<file path="src/hw/rtl/spcp_ram.sv">
// Generic simple dual-port RAM with registered read.
`default_nettype none
module spcp_ram #(
	parameter int WIDTH = 32,
	parameter int DEPTH = 64
) (
	input  wire logic                     clk,
	input  wire logic                     we,
	input  wire logic [$clog2(DEPTH)-1:0] waddr,
	input  wire logic [WIDTH-1:0]         wdata,
	input  wire logic [$clog2(DEPTH)-1:0] raddr,
	output logic      [WIDTH-1:0]         rdata
);

	logic [WIDTH-1:0] mem [DEPTH];

	// Write port
	always_ff @(posedge clk) begin
		if (we) begin
			mem[waddr] <= wdata;
		end
	end

	// Registered read port
	always_ff @(posedge clk) begin
		rdata <= mem[raddr];
	end

endmodule
`default_nettype wire

</file>
<file path="config.mk">
export PLATFORM = sky130hd
export DESIGN_NAME = spcp_ram
export DESIGN_NICKNAME = d
export VERILOG_FILES = /design/src/hw/rtl/spcp_ram.sv
export SDC_FILE = /design/constraint.sdc
export NUM_CORES = 2
export LEC_CHECK = 0
export BUFFER_PORTS_ARGS = -buffer_cell sky130_fd_sc_hd__buf_2
export CAP_MARGIN = 20
export CORE_ASPECT_RATIO = 0.8
export CORE_MARGIN = 5
export CORE_UTILIZATION = 45
export DETAILED_ROUTE_END_ITERATION = 6
export MAX_ROUTING_LAYER = met4
export PLACE_DENSITY = 0.71
export SYNTH_ARGS = -nofsm -noshare
export SYNTH_HDL_FRONTEND = slang
export SYNTH_SLANG_ARGS = --single-unit
</file>
<file path="constraint.sdc">
create_clock -name clk -period 4.7 [get_ports clk]
set_input_delay 0.94 -clock clk [delete_from_list [all_inputs] [get_ports clk]]
set_output_delay 0.94 -clock clk [all_outputs]
set_load 0.05 [all_outputs]
</file>
==> out/qor.csv <==
metric,value,unit
outcome,"complete, no violations",
global-route wire length before repair,273000,um
relative slew slack,22.3,%
"Distinct cells, synth",34,
GR Util All Layers,21.4,%
register bit total from synthesis,2080,
Routability Congestion,0.811,
Die H,384,um
kind of critical path,primary input to register,
"Clk Latency, worst-skew pair",0.81,ns
Avg Synthesized Cell Area,23.6,sq um
post-synth top area share,78.3,%
"Reg clk slew, reported paths",0.06,ns
worst r2r src,mem[37][20],
Final Hold Fails,0,
number of fill cells,13000,
number of top-level pins,78,
Mapped Area,0.0785,sq mm
crit-path max FO,46,
DRC,0,
Final ANT Viol Nets,0,
largest area contributor in the synthesized netlist,edfxtp_1,
dpl hpwl,107000,um
H-tree depth,4,
r2r setup slk,2.17,ns
hold path cells,1,
Port Buffer Count,77,
largest net degree at the start of global routing,83,
synth warn,0,
post-CTS sizing,0,
Synth Flop Type,edfxtp_1,
minimum clock period,3.18,ns
register area share after synthesis,79.1,%
pre-CTS setup slack,0.856,ns
fin worst setup slack,1.52,ns
layout cells sized above 1,30.2,%
antenna violations before repair,25,
CP Capture Type,register,
deepest clock path buffer count,3,
vias in the first global route,37200,
number of placement rows,137,
WHS Endpoint,mem[11][23],
Die Wd,477,um
Hold Crit Class,primary input to register,
Max VDD drop,289,uV
Arrival @ worst endpoint,3.82,ns
# Max-Cap Violations,0,
vias per cell,6.14,
die area,0.183,sq mm
RSZ-0062 raised after global routing,false,
startpoint types,primary input,
Final Non-Filler Cells,6043,
placed cell count,5668,
RR Endpoint,rdata[20],
Fin Setup TNS,0,ns
Post-Syn Instances,3324,
Slew @ Worst Pin,1.16,ns
static leakage,27.7,nW
Critical Path RT,5.34,ns
gr ovfl total,0,
Worst Clk Skew,0.0302,ns
share of the clock period used by the worst path,67.7,%
Power Density,421,mW/mm^2
fmax,0.314,GHz
asr flop ratio synth,0,%
setup bufs post-CTS,0,
Wirelength per Cell,31.5,um
clock root cell,clkbuf_16,
CTS Hold Bufs,0,
Final Max Slew Viols,0,
core area,0.174,sq mm
vias after detailed routing,37100,
Area Growth Syn to Fin,13.6,%
# setup viols final,0,
TritonCTS buffer count,182,
top post-synthesis cells by area,"edfxtp_1 (78%), mux4_2 (16%), mux2i_1 (1.2%)",
Synth Net Count,3370,
Post-synth EDFFs,2048,
CTS tree,yes,
clk sinks,2080,
Starting Density,45.1,%
hold_ws,0.472,ns
r2r worst-path depth,5,
Routed WL,190000,um
hold path start,wdata[23],
DRT Pass-1 Iters,6,
Iteration-0 DRC Markers,5287,
nets,3629,
## state kept, by name, indices dropped and copies added (netlist names)
name   cells
rdata     32
mem     2048
## placed cells by master, fill, tap and decap left out, types with 4 or more instances in the layout
cell type and n:
edfxtp_1 2048, mux4_2 544, clkbuf_16 187, buf_4 138
mux2i_1 93, o22ai_1 84, nor2_1 75, buf_2 73
a21oi_1 62, nor2_4 62, clkbuf_1 62, buf_12 42
dfxtp_1 32, o221ai_1 27, clkinv_2 27, nand2_1 26
clkinv_1 21, nor2b_1 15, bufinv_16 15, a22oi_1 12
clkbuf_8 11, diode_2 9, a311oi_1 8, nand2b_1 7
clkinvlp_4 7, nand3b_1 5, nor3_1 5, nand3_1 5
inv_6 5, and3_1 4, a41o_1 4, o32ai_1 4
clkinv_8 4
## power by group
group | total (W) | switching [W] | internal (W)
sequential | 0.0206 | 0.0000917 | 0.0205
combinational | 0.00205 | 0.00131 | 0.000737
clock | 0.0149 | 0.00656 | 0.00835
total | 0.0376 | 0.00796 | 0.0296
## synthesized netlist by cell type (all sizes together) (4+ instances only)
cell type / number
or3b: 5
a21oi: 62
buf: 108
nand3: 5
nor2b: 15
mux4: 544
a22oi: 12
a311oi: 8
and3: 4
clkbuf: 74
a41o: 4
nand2b: 8
mux2i: 93
o32ai: 4
nand3b: 5
nor3: 7
o221ai: 27
nor2: 137
dfxtp: 32
nand2: 26
o22ai: 84
edfxtp: 2048
## how the worst max path moves through the flow
stage	start	endpoint
2_1_floorplan	waddr[3]	mem[48][0]
3_3_place_gp	raddr[0]	rdata[20]
3_5_place_dp	raddr[0]	rdata[20]
4_1_cts	raddr[0]	rdata[20]
5_1_grt	raddr[0]	rdata[5]
6_report	raddr[0]	rdata[20]
## through the flow
stage	instance area, sq um	utilization [%]	total power [W]
after floorplan	78500	-	0.0221
after global routing	89200	51.3	0.0387
after global placement	82800	47.6	0.0230
final	89200	51.3	0.0376
after CTS	88700	51.0	0.0377
after detailed placement	82800	47.6	0.0230
## logic make-up (layout without fill, tap and decap cells)
logic type	Yosys count	in the layout	synth area share, %
compound gates	202	202	1.67
buf+inv	182	599	1.13
flops	2080	2080	79.1
mux	637	637	16.8
other cells	0	9	0
simple gates	223	223	1.27
## layer usage
| metal | up-vias | share of wire [%] | GRT usage (%) |
|---|---|---|---|
| li1 | 14800 | - | - |
| met1 | 19800 | 39 | 29.5 |
| met2 | 2172 | 48 | 32.6 |
| met3 | 291 | 11 | 5.01 |
| met4 | 0 | 2.4 | 5.65 |
| met5 | - | 0 | - |
## final cells by class
type / count / area [sq um] / area share [%]
clock inverter: 82 / 852 / 0.955
timing repair buffer: 257 / 2310 / 2.59
clock buffer: 260 / 5060 / 5.67
tap: 2293 / 2870 / 3.22
multi-input combinational: 1062 / 16000 / 17.9
sequential: 2080 / 62100 / 69.6
antenna: 9 / 22.5 / 0.0252
## critical path, cell delays in order
cell and delay (ns):
buf_8 0.33, buf_12 0.37, mux4_2 0.57, mux2i_1 0.33, nor2_1 0.11, o32ai_1 0.98, nor3_1 0.07
(Power assumes the default switching activity.)
